File: src/sv/assert_macros.svh
// assertion macros shared by the keyword matcher rtl
// no dependencies; included by files that carry concurrent checks
`ifndef ASSERT_MACROS_SVH
`define ASSERT_MACROS_SVH
`ifndef NO_ASSERTIONS
// same-cycle implication, sampled on the rising clock edge
`define ASSERT_IMPL(label, clk, rst_n, ante, cons) \
    label: assert property (@(posedge clk) disable iff (!rst_n) (ante) |-> (cons)) \
        else $error("assertion failed: same-cycle implication");
// next-cycle implication, sampled on the rising clock edge
`define ASSERT_NEXT(label, clk, rst_n, ante, cons) \
    label: assert property (@(posedge clk) disable iff (!rst_n) (ante) |=> (cons)) \
        else $error("assertion failed: next-cycle implication");
`else
`define ASSERT_IMPL(label, clk, rst_n, ante, cons)
`define ASSERT_NEXT(label, clk, rst_n, ante, cons)
`endif
`endif

File: src/sv/ckm_ram.sv
// generic single write port, single read port ram with registered read
// no dependencies; used for the pattern store and the line store
`timescale 1ns / 1ps
`default_nettype none

module ckm_ram #(
    parameter int  WIDTH = 8,
    parameter int  DEPTH = 32,
    localparam int AW    = $clog2(DEPTH)
) (
    input  wire logic             clk,
    input  wire logic             we,
    input  wire logic [AW-1:0]    waddr,
    input  wire logic [WIDTH-1:0] wdata,
    input  wire logic [AW-1:0]    raddr,
    output logic      [WIDTH-1:0] rdata
);

    logic [WIDTH-1:0] mem [DEPTH];

    // write port
    always_ff @(posedge clk)
    begin
        if (we)
        begin
            mem[waddr] <= wdata;
        end
    end

    // registered read port
    always_ff @(posedge clk)
    begin
        rdata <= mem[raddr];
    end

endmodule

`default_nettype wire

File: config.mk
export PLATFORM = sky130hd
export DESIGN_NAME = ckm_ram
export DESIGN_NICKNAME = d
export VERILOG_FILES = /design/src/sv/assert_macros.svh /design/src/sv/ckm_ram.sv
export SDC_FILE = /design/constraint.sdc
export NUM_CORES = 1
export LEC_CHECK = 0
export ABC_CLOCK_PERIOD_IN_PS = 4390
export BUFFER_PORTS_ARGS = -buffer_cell sky130_fd_sc_hd__buf_4
export CAP_MARGIN = 0
export CORE_MARGIN = 1
export CORE_UTILIZATION = 60
export DETAILED_ROUTE_END_ITERATION = 6
export PLACE_DENSITY = 0.77
export SYNTH_ARGS = -nofsm -noshare
export SYNTH_HDL_FRONTEND = slang
export SYNTH_SLANG_ARGS = --single-unit
File: constraint.sdc
create_clock -name clk -period 4.39 [get_ports clk]
set_clock_uncertainty 0.1 [all_clocks]
set_input_delay 1.317 -clock clk [delete_from_list [all_inputs] [get_ports clk]]
set_output_delay 1.317 -clock clk [all_outputs]
set_load 0.05 [all_outputs]
# --- Word level (Yosys, flattened, before mapping) ---
# Memory sizes are Yosys's and may differ from the RTL's. A register that Yosys moved wholly into a read port is not among the register bits.
# Index checks and enable logic that the tools add are counted.
totals:
  regBits: 0
  mem_bits_rw: 256
  output_inout_bits: 8
  wordCells: 3
  n_memories: 1
mem_list:
  columns: ["memory", "depth", "word_bits", "read_ports", "rd_clocked_by_memory_dff", "write_ports", "line", "text"]
  rows:
  - ["mem", 32, 8, 1, 1, 1, "ckm_ram.sv:19", "logic [WIDTH-1:0] mem [DEPTH];"]
op_classes:
  n_mux: 2
ops:
  columns: ["op", "count"]
  rows:
  - ["2-to-1 mux 1 bit", 2]

# --- Logic depth before layout (Yosys ltp) ---
# Gate-level depths: netlist of the first run.
depth:
  ltp_word: 2
  mapped_depth: 5
  ltp_nobuf: 3

# --- Least setup slack after synthesis of the first run ---
# Ideal clock, no wire load.
synth_timing:
  kind: "input -> register"
  startpoint: "input raddr[2]"
  endpoint: "register rdata[0] (read register of mem)"
  setup_time_ns: 0.121
  arrival_time_ns: 2.999
  required_time_ns: 4.169
  setup_slack_ns: 1.171
  path_stages: 5
  path_buffers: 2
  cell_sequence: "clkbuf_1 clkbuf_1 mux4_2 mux4_2 mux2_2"
synth_rtl:
  columns: ["element", "line", "text"]
  rows:
  - ["start: declaration", "ckm_ram.sv:15", "input wire logic [AW-1:0] raddr,"]
  - ["end: declaration", "ckm_ram.sv:16", "output logic [WIDTH-1:0] rdata"]

==> impl_metrics.py, run 1 <==
metrics = {
    "global_route": {
        "grt_max_degree": 35,
        "grt_pass1_wl_mm": 31.50,
        "overflow": 0,
        "grt_pass1_vias": 4808,
        "grtUsageTotal": 0.2569,
        "grt_antenna_before_repair": 1,
    },
    "yosys": {
        "synth.yosys.seq_area_share": 0.7806,
        "ys_ff_latch": 264,
        "synth.distinct_cells": 15,
        "syn_area_per_cell_um2": 24.11,
        "syn_nets": 437,
        "syn_area_um2": 10050,
        "yosys_warnings": 0,
        "syn_inst": 417,
    },
    "power": {
        "swShare": 0.2004,
        "internal_power_mw": 4.480,
        "pwr-share-seq": 0.502,
        "peakVddDrop_v": 0.0004028,
        "switchingPower_mw": 1.123,
        "power.share.clock": 0.442,
        "power.density_nw_per_um2": 488.8,
        "pwr-share-comb": 0.055,
        "p_leak_nw": 3.608,
    },
    "sta": {
        "relSlewSlack": 0.2929,
        "finalCritPeriodShare": 0.6896,
        "tightest_slew_ns": 1.057,
        "fmax_mhz": 330.3,
        "period_needed_ns": 3.027,
        "hold_violations": 0,
        "drv_slew": 0,
        "rsz0062_at_grt": "no",
        "setup_viol": 0,
        "fin_setup_tns_ns": 0,
        "layout_setup_ws_ns": 1.363,
    },
    "placement": {
        "dp_hpwl_mm": 12.04,
        "place_ws_ns": 0.8088,
        "io_buffer_count": 27,
        "place_congestion": 0.7634,
        "place_area_um2": 10500,
    },
    "floorplanning": {
        "fp.dieW_um": 131.4,
        "rows": 46,
        "core_um2": 16120,
        "die_y_um": 131.4,
        "initial_utilization": 0.6238,
        "ios": 28,
        "die-area_um2": 17280,
    },
    "critical_path": {
        "cp_cell_sequence": "buf_4 -> buf_4 -> mux4_2 -> mux4_2 -> mux2_2",
        "slowest_delay_ns": 0.57,
        "cp-start-kind": "input port",
        "crit_arrival_ns": 3.34,
        "cp_slowest_cell": "mux4_2",
        "cp_max_fo": 19,
        "crit_type": "in -> reg",
        "cp-end-kind": "flop",
        "worstPathRequired_ns": 4.70,
    },
    "clock_tree": {
        "hold_buffers": 0,
        "cts_buffer_depth": 3,
        "clkTransAtPathRegs_ns": 0.06,
        "cts_setup_buffers": 0,
        "cts_buffers": 26,
        "post_cts_resized": 0,
        "cts_tree": "done",
        "cts_sinks": 264,
        "htree_levels": 1,
        "insertion_delay_ns": 0.53,
        "cts_root_buffer": "clkbuf_16",
    },
    "route": {
        "vias": 4631,
        "postRouteWirelength_mm": 21.06,
        "remaining_drc_errors": 0,
        "vias_per_cell": 6.683,
        "wl_per_cell_um": 30.39,
        "ant_nets": 0,
        "drt_iter0_markers": 547,
        "drt_pass1_iterations": 5,
    },
    "min_path": {
        "hold_path.class": "reg -> reg",
    },
    "finish": {
        "layout.nets": 477,
        "fin_area_um2": 11460,
        "antenna_cells": 0,
        "syn2layout_area_growth_pct": 14.03,
        "drive_gt1_frac": 0.3480,
    },
    "flow_run": {
        "max_cap_viol_count": 0,
    },
    "run_status": {
        "status": "completed",
    },
}
-- kinds of logic after synthesis --
logic type | count (synthesis) | synth area share
AND/OR/NAND/NOR | 45 | 0.02066
buffers and inverters | 20 | 0.01058
flip-flops | 264 | 0.7806
multiplexers | 88 | 0.1882
-- critical path: cells and delay by family --
family | cells | cell delay (ns)
mux | 3 | 1.37
buf+inv | 2 | 0.64
-- cell usage after synthesis (all sizes together) --
cell    count  share of area
clkbuf      6         0.0022
or3b        3         0.0026
buf        14         0.0083
nand2       1        0.00037
mux4       80           0.18
nand3b      5         0.0037
mux2        8         0.0090
edfxtp    256           0.76
or3         1        0.00062
dfxtp       8          0.016
nand3       2         0.0010
nor2       33          0.012
-- sequential cells by signal, indices dropped and copies added (netlist names) --
name and flops:
mem 256, rdata 8
-- worst paths after layout --
check	startpoint	to	slack, ns	cells after the start
worst max-delay path	raddr[0]	rdata[7]	1.36	5
worst min-delay path	mem[20][0]	rdata[0]	0.83	3
worst max register to register	mem[21][6]	rdata[6]	2.40	3
worst min register to register	mem[20][0]	rdata[0]	0.83	3
-- power by group through the flow --
stage                     Combinational (mW)  Clock (mW)  Sequential, mW
after global placement                 0.299           0            2.87
after global routing                   0.324        2.59            2.82
final                                  0.310        2.48            2.81
after floorplan                        0.149           0            2.90
after detailed placement               0.307           0            2.87
after CTS                              0.312        2.50            2.82
-- cells in the final DEF, fill, tap and decap left out --
| cell | instances |
|---|---|
| clkinv_2 | 5 |
| edfxtp_1 | 256 |
| or3b_2 | 3 |
| clkinv_4 | 2 |
| or3_1 | 1 |
| clkinv_1 | 2 |
| clkbuf_16 | 27 |
| nor2_1 | 33 |
| bufinv_16 | 7 |
| clkinvlp_4 | 1 |
| mux4_2 | 80 |
| nand2_1 | 1 |
| clkbuf_8 | 1 |
| nand3b_1 | 5 |
| dfxtp_1 | 8 |
| buf_12 | 3 |
| mux2_2 | 8 |
| nand3_1 | 2 |
| clkbuf_1 | 3 |
| buf_4 | 29 |
-- metal layers --
layer,track usage,routed length [µm],up-vias
li1,-,-,1857
met5,0,13,-
met1,0.3716,8245,2464
met2,0.4045,10370,268
met4,0.07364,457,2
met3,0.05401,1976,40
-- area by class of cell --
type / count / area, µm²
clock buffers: 31 / 700.7
clock inverters: 17 / 267.8
fillers: 944 / 4652
multi-input cells: 133 / 2100
flip-flops and latches: 264 / 7848
well taps: 216 / 270.3
repair buffers: 32 / 277.8
-- through the flow --
step | hold slack (ns) | utilization | power [mW] | cells
3_5_place_dp | 0.7913 | 0.6512 | 3.175 | 645
6_report | 0.8340 | 0.7113 | 5.603 | 693
3_3_place_gp | 0.7839 | 0.6512 | 3.165 | 645
5_1_grt | 0.8596 | 0.7113 | 5.730 | 693
2_1_floorplan | 0.7652 | - | 3.049 | 417
4_1_cts | 0.8424 | 0.7113 | 5.622 | 693
No activity file was read; power rests on OpenSTA's default activity.
==> run 2: changes to the inputs <==
Settings changed: ABC_CLOCK_PERIOD_IN_PS 4390 to 3000.
Clock period 4.39 ns to 3 ns, I/O delays scaled along.
==> run 2 against run 1 <==
Utilization rose by 1.1 points. Largest cell class unchanged. Critical endpoint is now rdata[1]. Count of clock-buffer cells in the layout rose by 7. Combinational power rose by 50%.
==> impl_metrics.py, run 2 (same netlist as run 1, synthesis figures left out) <==
metrics = {
    "global_route": {
        "busiest_layer": "met2",
        "grtUsageTotal": 0.2603,
        "use_met3": 0.05131,
        "overflow": 0,
        "grt_antenna_before_repair": 1,
        "grt_pass1_vias": 4829,
        "met2_usage": 0.4092,
        "met1_usage": 0.3855,
        "grt_pass1_wl_mm": 31.82,
        "grt_max_degree": 46,
    },
    "route": {
        "vias": 4680,
        "vias_per_cell": 6.437,
        "drt_pass1_iterations": 5,
        "ant_nets": 0,
        "remaining_drc_errors": 0,
        "wl_per_cell_um": 29.20,
        "drt_iter0_markers": 555,
        "postRouteWirelength_mm": 21.23,
    },
    "floorplanning": {
        "die_y_um": 131.4,
        "initial_utilization": 0.6238,
        "fp.dieW_um": 131.4,
        "core_um2": 16120,
        "rows": 46,
        "ios": 28,
        "die-area_um2": 17280,
    },
    "min_path": {
        "holdPathStages": 2,
        "hold_path.class": "in -> reg",
    },
    "sta": {
        "period_needed_ns": 2.410,
        "finalCritPeriodShare": 0.8032,
        "rsz0062_at_grt": "no",
        "fmax_mhz": 415.0,
        "drv_slew": 0,
        "fin_setup_tns_ns": 0,
        "hold_violations": 0,
        "relSlewSlack": 0.7041,
        "tightest_slew_ns": 0.4425,
        "setup_viol": 0,
        "whs_ns": 0.6635,
    },
    "finish": {
        "regMostFlops": "mem",
        "most-common-layout-cells": "256 x edfxtp_1, 80 x mux4_2, 60 x buf_4",
        "top_regs": "mem x256, rdata x8",
        "syn2layout_area_growth_pct": 15.74,
        "final_common_cell": "edfxtp_1",
        "drive_gt1_frac": 0.3777,
        "layout.nets": 511,
        "num-fill-cells": 924,
        "largest_register_ff_count": 256,
        "antenna_cells": 0,
    },
    "flow_run": {
        "max_cap_viol_count": 0,
    },
    "clock_tree": {
        "post_cts_resized": 0,
        "cts_setup_buffers": 0,
        "cts_tree": "done",
        "htree_levels": 1,
        "insertion_delay_ns": 0.52,
        "cts_buffers": 27,
        "cts_root_buffer": "clkbuf_16",
        "cts_buffer_depth": 3,
        "clkTransAtPathRegs_ns": 0.06,
        "cts_sinks": 264,
        "hold_buffers": 0,
    },
    "power": {
        "power.density_nw_per_um2": 673.3,
        "peakVddDrop_v": 0.0005080,
        "p_leak_nw": 3.739,
    },
    "critical_path": {
        "cp-start-kind": "input port",
        "crit_arrival_ns": 2.72,
        "rr_worst_depth": 3,
        "cp-end-kind": "flop",
        "worstPathRequired_ns": 3.31,
        "cp_max_fo": 19,
        "crit_type": "in -> reg",
    },
    "placement": {
        "io_buffer_count": 27,
        "place_congestion": 0.7491,
        "dp_hpwl_mm": 12.70,
    },
    "run_status": {
        "status": "completed",
    },
}
run 2: cell count changes in the layout (fill, tap and decap cells not counted), sizes merged:
| cell | delta |
|---|---|
| clkinv | -3 |
| bufinv | -4 |
| clkbuf | +7 |
| buf | +33 |
| clkinvlp | +1 |
run 2: worst max-delay path, stage by stage:
cell and delay, ns:
buf_4 0.20, buf_12 0.23, mux4_2 0.57, mux4_2 0.52, mux2_2 0.29
run 2: path summary, 6_finish.rpt:
kind         startpoint  endpoint  slack (ns)
max reg2reg  mem[31][1]  rdata[1]        1.08
min            raddr[3]  rdata[7]        0.66
max            raddr[0]  rdata[1]        0.59
min reg2reg  mem[30][5]  rdata[5]        0.81
run 2: cell type report:
cell class	instances	area, µm²	area share
sequential	264	7848	0.6744
multi-input combinational	133	2100	0.1804
clock buffer	38	737.0	0.06333
timing repair buffer	65	550.5	0.04731
tap	216	270.3	0.02323
clock inverter	11	131.4	0.01129
run 2: through the flow:
step | total power [mW] | util | std cells | setup WS [ns] | cell area (µm²)
2_1_floorplan | 4.462 | - | 417 | 0.1976 | 10050
3_3_place_gp | 4.644 | 0.6682 | 678 | 0.03735 | 10770
3_5_place_dp | 4.658 | 0.6682 | 678 | 0.06963 | 10770
4_1_cts | 7.871 | 0.7221 | 727 | 0.5945 | 11640
5_1_grt | 8.038 | 0.7221 | 727 | 0.5481 | 11640
6_report | 7.834 | 0.7221 | 727 | 0.5905 | 11640
run 2: where the power goes:
part           switching, mW  internal, mW
clock network           1.29          1.96
registers             0.0194          4.10
logic                  0.269         0.194
run 2: per-layer routing:
| metal | wire length, µm | part of all wire |
|---|---|---|
| met1 | 8408 | 0.40 |
| met2 | 10350 | 0.49 |
| met3 | 1977 | 0.093 |
| met5 | 13 | 0.00061 |
| met4 | 476 | 0.022 |
