## src/sv/assert_macros.svh

```systemverilog
// assertion macros shared by the keyword matcher rtl
// no dependencies; included by files that carry concurrent checks
`ifndef ASSERT_MACROS_SVH
`define ASSERT_MACROS_SVH
`ifndef NO_ASSERTIONS
// same-cycle implication, sampled on the rising clock edge
`define ASSERT_IMPL(label, clk, rst_n, ante, cons) \
    label: assert property (@(posedge clk) disable iff (!rst_n) (ante) |-> (cons)) \
        else $error("assertion failed: same-cycle implication");
// next-cycle implication, sampled on the rising clock edge
`define ASSERT_NEXT(label, clk, rst_n, ante, cons) \
    label: assert property (@(posedge clk) disable iff (!rst_n) (ante) |=> (cons)) \
        else $error("assertion failed: next-cycle implication");
`else
`define ASSERT_IMPL(label, clk, rst_n, ante, cons)
`define ASSERT_NEXT(label, clk, rst_n, ante, cons)
`endif
`endif

```

## src/sv/ckm_pkg.sv

```systemverilog
// types, constants and character helpers for the keyword matcher
// no dependencies; imported by every module of the block but ckm_ram
`timescale 1ns / 1ps
`default_nettype none

package ckm_pkg;

    // fixed field widths
    localparam int CHAR_W  = 8;
    localparam int ENTRY_W = 5;
    localparam int POS_W   = 5;
    localparam int IDX_W   = 5;
    localparam int CFG_W   = 6;
    localparam int ADDR_W  = 3;
    localparam int DATA_W  = 32;

    // character codes
    localparam logic [CHAR_W-1:0] CHAR_NUL   = 8'h00;
    localparam logic [CHAR_W-1:0] CHAR_SPACE = 8'h20;
    localparam logic [CHAR_W-1:0] CHAR_TILDE = 8'h7E;
    localparam logic [CHAR_W-1:0] CHAR_UC_A  = 8'h41;
    localparam logic [CHAR_W-1:0] CHAR_UC_Z  = 8'h5A;
    localparam logic [CHAR_W-1:0] CASE_DIFF  = 8'h20;

    // input commands
    localparam logic CMD_PATTERN = 1'b0;
    localparam logic CMD_LINE    = 1'b1;

    // register indexes (address bit 2)
    localparam logic REG_ENTRY_COUNT   = 1'b0;
    localparam logic REG_COMPARE_LIMIT = 1'b1;

    // register reset values
    localparam logic [CFG_W-1:0] ENTRY_COUNT_RST   = 6'd0;
    localparam logic [CFG_W-1:0] COMPARE_LIMIT_RST = 6'd32;

    // search sequencer states
    typedef enum logic [2:0] {
        S_IDLE,
        S_PRD,
        S_PCHK,
        S_LRD,
        S_LCHK,
        S_DONE
    } seq_state_t;

    // flags from the shared compare unit
    typedef struct packed {
        logic p_space;
        logic c_space;
        logic p_end;
        logic p_tilde;
        logic fold_eq;
    } cmp_t;

    // line end request to the sequencer
    typedef struct packed {
        logic go;
        logic overflowed;
    } start_t;

    // sequencer status back to the top level
    typedef struct packed {
        logic busy;
        logic done_valid;
    } seq_status_t;

    // one result transfer
    typedef struct packed {
        logic             matched;
        logic [IDX_W-1:0] entry_index;
        logic             overflow;
    } result_t;

    // fold A-Z to lower case
    function automatic logic [CHAR_W-1:0] fold(input logic [CHAR_W-1:0] ch);
        logic [CHAR_W-1:0] r;
        r = ch;
        if (ch >= CHAR_UC_A && ch <= CHAR_UC_Z)
        begin
            r = ch + CASE_DIFF;
        end
        return r;
    endfunction

endpackage

`default_nettype wire

```

## src/sv/ckm_cmp.sv

```systemverilog
// shared character compare unit: space, terminator and case-folded equality
// depends on ckm_pkg
`timescale 1ns / 1ps
`default_nettype none

module ckm_cmp (
    input  wire logic [ckm_pkg::CHAR_W-1:0] p,
    input  wire logic [ckm_pkg::CHAR_W-1:0] c,
    output ckm_pkg::cmp_t                   flags
);
    import ckm_pkg::*;

    // pattern and line character classes, folded compare
    always_comb
    begin
        flags.p_space = (fold(p) == CHAR_SPACE);
        flags.c_space = (fold(c) == CHAR_SPACE);
        flags.p_end   = (p == CHAR_NUL);
        flags.p_tilde = (p == CHAR_TILDE);
        flags.fold_eq = (fold(p) == fold(c));
    end

endmodule

`default_nettype wire

```

## src/sv/ckm_seq.sv

```systemverilog
// search sequencer: walks the pattern table one character at a time
// depends on ckm_pkg, ckm_cmp and assert_macros.svh
`timescale 1ns / 1ps
`default_nettype none
`include "assert_macros.svh"

module ckm_seq #(
    parameter int  MAX_ENTRIES = 32,
    parameter int  PATTERN_LEN = 32,
    parameter int  LINE_LEN    = 32,
    localparam int PAW = $clog2(MAX_ENTRIES * PATTERN_LEN),
    localparam int LIW = $clog2(LINE_LEN),
    localparam int LLW = $clog2(LINE_LEN + 1),
    localparam int EW  = $clog2(MAX_ENTRIES + 1),
    localparam int PIW = $clog2(PATTERN_LEN + 1)
) (
    input  wire logic                           clk,
    input  wire logic                           rst_n,
    input  ckm_pkg::start_t                     start,
    input  wire logic [LLW-1:0]                 line_len,
    input  wire logic [EW-1:0]                  count,
    input  wire logic [PIW-1:0]                 limit,
    input  wire logic                           ack,
    output ckm_pkg::seq_status_t                status,
    output ckm_pkg::result_t                    result,
    output logic      [PAW-1:0]                 pat_raddr,
    input  wire logic [ckm_pkg::CHAR_W-1:0]     pat_rdata,
    output logic      [LIW-1:0]                 line_raddr,
    input  wire logic [ckm_pkg::CHAR_W-1:0]     line_rdata
);
    import ckm_pkg::*;

    seq_state_t        state_reg, state_next;
    logic [EW-1:0]     e_reg, e_next;
    logic [PAW-1:0]    base_reg, base_next;
    logic [PIW-1:0]    i_reg, i_next;
    logic [LLW-1:0]    b_reg, b_next;
    logic [LLW-1:0]    len_reg, len_next;
    logic [CHAR_W-1:0] p_reg, p_next;
    result_t           res_reg, res_next;

    logic [CHAR_W-1:0] p_in;
    cmp_t              flags;
    logic              have_c, skip, term, hit, step, fail_p, fail_l, last_entry;

    // compare unit sees the fresh pattern read in PCHK, the held one after
    assign p_in = (state_reg == S_PCHK) ? pat_rdata : p_reg;

    ckm_cmp u_cmp (
        .p     (p_in),
        .c     (line_rdata),
        .flags (flags)
    );

    // step decisions
    always_comb
    begin
        have_c     = (b_reg < len_reg);
        skip       = have_c && flags.c_space;
        term       = flags.p_end || flags.p_tilde;
        hit        = !skip && term && (flags.p_tilde || !have_c);
        step       = !skip && !term && have_c && flags.fold_eq;
        fail_l     = !skip && !hit && !step;
        fail_p     = (i_reg == limit);
        last_entry = (({1'b0, e_reg} + (EW + 1)'(1)) == {1'b0, count});
    end

    // next state
    always_comb
    begin
        state_next = state_reg;
        unique case (state_reg)
            S_IDLE:
            begin
                if (start.go)
                begin
                    if (start.overflowed || count == '0)
                        state_next = S_DONE;
                    else
                        state_next = S_PRD;
                end
            end
            S_PRD:
            begin
                if (fail_p)
                    state_next = last_entry ? S_DONE : S_PRD;
                else
                    state_next = S_PCHK;
            end
            S_PCHK:
            begin
                state_next = flags.p_space ? S_PRD : S_LRD;
            end
            S_LRD:
            begin
                state_next = S_LCHK;
            end
            S_LCHK:
            begin
                if (skip)
                    state_next = S_LRD;
                else if (hit)
                    state_next = S_DONE;
                else if (step)
                    state_next = S_PRD;
                else
                    state_next = last_entry ? S_DONE : S_PRD;
            end
            S_DONE:
            begin
                if (ack)
                    state_next = S_IDLE;
            end
            default:
            begin
                state_next = S_IDLE;
            end
        endcase
    end

    // outputs
    always_comb
    begin
        status.busy       = (state_reg != S_IDLE);
        status.done_valid = (state_reg == S_DONE);
        result            = res_reg;
        pat_raddr         = base_reg + PAW'(i_reg);
        line_raddr        = b_reg[LIW-1:0];
    end

    // datapath next values
    always_comb
    begin
        e_next    = e_reg;
        base_next = base_reg;
        i_next    = i_reg;
        b_next    = b_reg;
        len_next  = len_reg;
        p_next    = p_reg;
        res_next  = res_reg;
        unique case (state_reg)
            S_IDLE:
            begin
                if (start.go)
                begin
                    e_next               = '0;
                    base_next            = '0;
                    i_next               = '0;
                    b_next               = '0;
                    len_next             = line_len;
                    res_next.matched     = 1'b0;
                    res_next.entry_index = '0;
                    res_next.overflow    = start.overflowed;
                end
            end
            S_PRD:
            begin
                // examined positions used up: move to the next entry
                if (fail_p)
                begin
                    e_next    = e_reg + EW'(1);
                    base_next = base_reg + PAW'(PATTERN_LEN);
                    i_next    = '0;
                    b_next    = '0;
                end
            end
            S_PCHK:
            begin
                p_next = pat_rdata;
                if (flags.p_space)
                    i_next = i_reg + PIW'(1);
            end
            S_LRD:
            begin
                p_next = p_reg;
            end
            S_LCHK:
            begin
                if (skip)
                begin
                    b_next = b_reg + LLW'(1);
                end
                else if (hit)
                begin
                    res_next.matched     = 1'b1;
                    res_next.entry_index = IDX_W'(e_reg);
                end
                else if (step)
                begin
                    b_next = b_reg + LLW'(1);
                    i_next = i_reg + PIW'(1);
                end
                else
                begin
                    e_next    = e_reg + EW'(1);
                    base_next = base_reg + PAW'(PATTERN_LEN);
                    i_next    = '0;
                    b_next    = '0;
                end
            end
            S_DONE:
            begin
                res_next = res_reg;
            end
            default:
            begin
                res_next = res_reg;
            end
        endcase
    end

    // control state
    always_ff @(posedge clk or negedge rst_n)
    begin
        if (!rst_n)
        begin
            state_reg <= S_IDLE;
            i_reg     <= '0;
            b_reg     <= '0;
            len_reg   <= '0;
        end
        else
        begin
            state_reg <= state_next;
            i_reg     <= i_next;
            b_reg     <= b_next;
            len_reg   <= len_next;
        end
    end

    // payload registers
    always_ff @(posedge clk)
    begin
        e_reg    <= e_next;
        base_reg <= base_next;
        p_reg    <= p_next;
        res_reg  <= res_next;
    end

    // position and line cursors stay in range while searching
    `ASSERT_IMPL(a_pos_bound, clk, rst_n, state_reg != S_IDLE, i_reg <= limit)
    `ASSERT_IMPL(a_line_bound, clk, rst_n, state_reg != S_IDLE, b_reg <= len_reg)
    // an overflowed line never reports a match
    `ASSERT_IMPL(a_ovf_nomatch, clk, rst_n, status.done_valid && res_reg.overflow, !res_reg.matched)
    // a finished result waits unchanged until taken
    `ASSERT_NEXT(a_done_hold, clk, rst_n, status.done_valid && !ack, status.done_valid && $stable(res_reg))

endmodule

`default_nettype wire

```

## config.mk

```make
export PLATFORM = sky130hd
export DESIGN_NAME = ckm_seq
export DESIGN_NICKNAME = d
export VERILOG_FILES = /design/src/sv/ckm_pkg.sv /design/src/sv/ckm_cmp.sv /design/src/sv/ckm_seq.sv
export VERILOG_INCLUDE_DIRS = /design/src /design/src/sv
export SDC_FILE = /design/constraint.sdc
export NUM_CORES = 1
export LEC_CHECK = 0
export ABC_AREA = 1
export ABC_CLOCK_PERIOD_IN_PS = 4100
export CORE_MARGIN = 1
export CORE_UTILIZATION = 55
export DETAILED_ROUTE_END_ITERATION = 10
export DONT_BUFFER_PORTS = 1
export PLACE_DENSITY = 0.74
export SYNTH_ARGS = -nofsm -noshare
export SYNTH_HDL_FRONTEND = slang
export SYNTH_SLANG_ARGS = --single-unit
```

## constraint.sdc

```tcl
create_clock -name clk -period 4.1 [get_ports clk]
set_clock_uncertainty 0.15 [all_clocks]
set_input_delay 0.41 -clock clk [delete_from_list [all_inputs] [get_ports clk]]
set_output_delay 0.41 -clock clk [all_outputs]
set_load 0.05 [all_outputs]
```

# Word-level counts from Yosys, hierarchy flattened
# Cells that the tools add are included.
# Widths: inputs -> output; s select.
# word_totals
ramBits,0
rom_bits,0
mem_count,0
output_inout_bits,24
ff_bits,52
latch_bits,0
# op_classes
bitwise,0
muxes,39
mul,0
n_reduce_logical,27
n_addsub,8
order_cmp,5
div_mod_pow,0
n_eq_ne,20
shifts,0
# ops
op,n
$mux 6,15
$mux 10,5
$pmux 6 s3,2
$pmux 10 s3,1
$mux 3,8
$mux 8,3
$pmux 6 s4,1
$add 6x1->6 const B,3
$pmux 3 s6,1
$add 8x6->8 const B,2
$eq 8x6->1 const B,2
$ge 8x7->1 const B,2
$le 8x7->1 const B,2
$ne 2x2->1 const B,8
$pmux 6 s2,1
$reduce_and 6->1,2
$add 10x6->10,1
$add 10x6->10 const B,1
$eq 8x7->1 const B,1
$eq 8x8->1,1
$logic_and 1x1->1,8
$logic_not 8->1,1
$reduce_and 4->1,2
$add 6x1->7 const B,1
other kinds (17),25

# Logic depth before layout (Yosys ltp)
# logic_depth
word_depth,13
mapped_depth,20

# Modules after synthesis
# A second synthesis with hierarchy kept.
# hier_totals
hier_cells,433
area_unflattened_um2,3243.1
# by_module_without_submodules
mod,cells_each,seq_area_each_um2,area_each_um2,n_inst
ckm_seq,359,1226.2,2820.2,1
ckm_cmp,74,0.0,422.9,1

# Worst setup path before layout
# Ideal clock, no wire load.
# synth_timing
kind,register to register
from,register state_reg[2]
to,register base_reg[5] (enable)
arrival_time_ns,2.022
path_slack_ns,1.589
required_ns,3.611
stages_incl_launch_ff,14
synth_period_minus_slack_ns,2.511
setup_time_ns,0.339
cell_sequence,dfrtp_1 > inv_2 > nand3_4 > buf_12 > nand2_1 > nand2_1 > ha_1 > inv_1 > nand4_1 > nand3_1 > nand2_1 > nand4_2 > nand3_2 > inv_1
# synth_via
elab_chain_len,10
elab_cells_between_ends,28
# synth_rtl
item,line_no,source
start: declaration,ckm_seq.sv:33,"seq_state_t state_reg, state_next;"
start signal: assignment,ckm_seq.sv:224,state_reg <= state_next;
$eq 3x2->1 (*),ckm_seq.sv:47,assign p_in = (state_reg == S_PCHK) ? pat_rdata : p_reg;
$mux 8 (*),-,
net p_in[5],ckm_seq.sv:42,logic [CHAR_W-1:0] p_in;
"parallel branches: the longest is 7 deep, another holds $ge 8x7->1",-,
$reduce_and 6->1 (no line) (*),-,
end signal: assignment,ckm_seq.sv:235,base_reg <= base_next;
end: declaration,ckm_seq.sv:35,"logic [PAW-1:0] base_reg, base_next;"
# Mark *: on every way through the listed nets, which the timed path passes.
# A chain may end at the register's enable or synchronous reset.

# Worst setup path in the final report
# layout_timing
from,register b_reg[3]
to,register base_reg[6] (enable)
# layout_via
elab_chain_len,8
elab_cells_between_ends,14
# layout_rtl
item,line_no,source
start: declaration,ckm_seq.sv:37,"logic [LLW-1:0] b_reg, b_next;"
start signal: assignment,ckm_seq.sv:226,b_reg <= b_next;
$lt 6x6->1 (*),ckm_seq.sv:58,have_c = (b_reg < len_reg);
$logic_and 1x1->1,ckm_seq.sv:59,skip = have_c && flags.c_space;
$logic_not 1->1,-,
$logic_and 1x1->1 (3 in series),ckm_seq.sv:62,step = !skip && !term && have_c && flags.fold_eq;
$ne 2x2->1 (no line),-,
$reduce_and 6->1 (no line) (*),-,
# Mark *: on every way between the ends. The rest lies on a longest branch, timed or not.

==> impl_results.md <==
- Status: completed
- Final Hold Slack: 0.0426 ns
- Pre-antenna DRT Iters: 4
- CTS HTree Levels: 2
- R2r worst-path depth: 14
- Async S/R FF share, synth: 44.7%
- Number of synthesized flops with an enable pin: 18
- 1st-iter DRT viols: 148
- Util after Layout: 60.4%
- Area growth from synthesis to layout: 3.38%
- Most common cell after layout, fill and taps aside: nand2_1
- Netlist cell types: 36
- Min cycle time layout: 3.04 ns
- ANT nets after route: 0
- Post-layout power: 2.59 mW
- Most frequent cells in the layout: nand2_1 (103), inv_1 (86), nor2_1 (48)
- Ports: 63
- GP Congestion: 0.879
- Top_reg_cell synth: dfrtp_1
- RSZ-0062 raised after global routing: no
- Cell area after synthesis: 3290 um^2
- Clk pwr share: 12.3%
- Total gr overflow: 0
- Worst-path clk slew: 0.09 ns
- Crit Path Max Fanout: 11
- Max rail drop VDD: 0.336 mV
- Port Buf Inserts: 0
- Row count: 27
- Sequential share of the synthesized area: 37.2%
- Req. time, crit path: 3.92 ns
- Die Span Y: 79.4 um
- HPWL after DPL: 5360 um
- Gate power share: 51.4%
- Max FFs per register: 8
- Leak: 1.79 nW
- Startpoint Class: flop
- CP cell instances: ha_1 -> nand2_1 -> inv_1 -> nor2_1 -> o21ai_0 -> a21oi_1 -> inv_1 -> nand2_1 -> nand2_1 -> nand2_2 -> nand2_4 -> nor2_8 -> nand3_2 -> inv_1
- Setup_tns: 0 ns
- PD cells: 760 nW/um^2
- Worst Path Arrival: 2.86 ns
- WL per Instance: 12.8 um
- Synth warn: 0
- Worst skew pair latency: 0.31 ns
- Final period util: 74.1%
- Clk sink count: 47
- Switch Pwr: 1.33 mW
- CTS tree: built
- Cells after Synth: 452
- Slew HR: 27.5%
- GRT Total Usage: 22.8%
- MaxCap Viol Count: 0
- Slowest cell delay on critical path: 0.70 ns
- Hold WC Path Type: in2reg
- Sw frac: 51.5%
- Clock buffer count from CTS: 5
- #FFs+latches synth: 47
- First-pass GRT wire length: 11100 um
- Syn_area_per_cell: 7.29 um^2
- Final Slew Violations: 0
- DRC: 0
- Non-Filler Instances: 521
- CP Class: reg2reg
- Slew @ Worst Pin: 1.08 ns
- Antenna diode count: 0
- Final #Nets: 500
- Worst Hold Depth: 0
- Detailed Route WL: 6670 um
- CTS max path bufs: 2
- Vias per inst: 5.21
- Sequential share of power: 36.3%
- Inst Count DP: 512
- Layout cells sized above 1: 10.9%
- Initial Utilization: 58.4%
- FMAX: 329 MHz
- Largest net degree at the start of global routing: 22
- Postcts setup bufs: 0
- Via count: 2712
- Die width: 79.4 um
- Worst-path cell with the longest stage delay: dfrtp_1
- Synth Net Count: 504
- Initial antenna violation count: 0
- Setup-failing EPs final: 0
- Core outline area: 5640 um^2
- Internal power: 1.25 mW
- Die area: 6300 um^2
- Vias in the first global route: 2481
- Clock root buffer master: clkbuf_8
- Final Hold Violating Endpoints: 0
- Crit. End Element: flop
## worst paths after layout
path                       startpoint      endpoint  slack, ns
setup / recovery             b_reg[3]   base_reg[6]       1.06
hold / removal               start[0]     result[0]       0.04
setup reg to reg             b_reg[3]   base_reg[6]       1.06
hold reg to reg              p_reg[6]      p_reg[6]       0.37
max in group asynchronous       rst_n  state_reg[2]       2.67
min in group asynchronous       rst_n    len_reg[4]       0.54
## power groups by stage
stage	clock network, mW	registers [mW]	logic, mW
global route	0.342	0.963	1.49
global placement	0	0.946	1.28
detailed placement	0	0.950	1.32
finish	0.318	0.940	1.33
floorplan	0	0.889	1.16
CTS	0.324	0.940	1.33
## final cells by class
type | instances | area (um^2)
Clock buffer | 7 | 97.6
Clock inverter | 1 | 7.51
Fill cell | 526 | 2240
Inverter | 95 | 357
Multi-Input combinational cell | 298 | 1620
Sequential cell | 47 | 1230
Tap cell | 72 | 90.1
Timing Repair Buffer | 1 | 10.0
## Yosys cell counts, drive strengths merged (5+ instances only)
master	number	area [um^2]
dfxtp	8	160
nand3	40	223
nand4	11	75.1
o21ai	21	113
nor3	7	35.0
edfxtp	18	541
dfrtp	21	526
buf	11	95.1
ha	13	163
xor2	11	96.3
nor2	56	259
nand2	119	517
a21oi	5	25.0
inv	95	357
## metal layers
layer / up-vias / routed length [um] / GRT usage (%)
met1: 1235 / 3010 / 29.2
met2: 72 / 3230 / 38.1
met5: - / 0 / 0
met4: 0 / 101 / 7.82
met3: 12 / 329 / 4.69
li1: 1393 / - / -
## kinds of logic (layout without fill, tap and decap cells)
kind of cell | count (synthesis) | after routing | share of synthesized area, %
simple gates | 241 | 241 | 35.3
buf+inv | 107 | 104 | 13.8
flops | 47 | 47 | 37.2
compound gates | 31 | 31 | 5.24
fa+ha+maj | 13 | 13 | 4.94
xor+xnor | 13 | 13 | 3.46
## metrics by stage
stage	instance area (um^2)	setup WS [ns]
floorplan	3290	1.59
global placement	3290	1.11
detailed placement	3290	1.07
CTS	3410	1.03
global route	3410	0.763
finish	3410	1.06
## what timing repair did
action | 4_1_cts | 5_1_grt
gates resized for setup | 0 | 0
hold buffers | 1 | 0
hold endpoints to repair | 21 | 0
## critical path, delay by kind of cell, from the launching register on
kind / cells / cell delay [ns]
adders and majority gates: 1 / 0.35
DFF: 1 / 0.70
buffers and inverters: 3 / 0.49
and+or+nand+nor: 8 / 0.76
AOI/OAI and AO/OA: 2 / 0.27
Power figures use the tool's default switching activity.
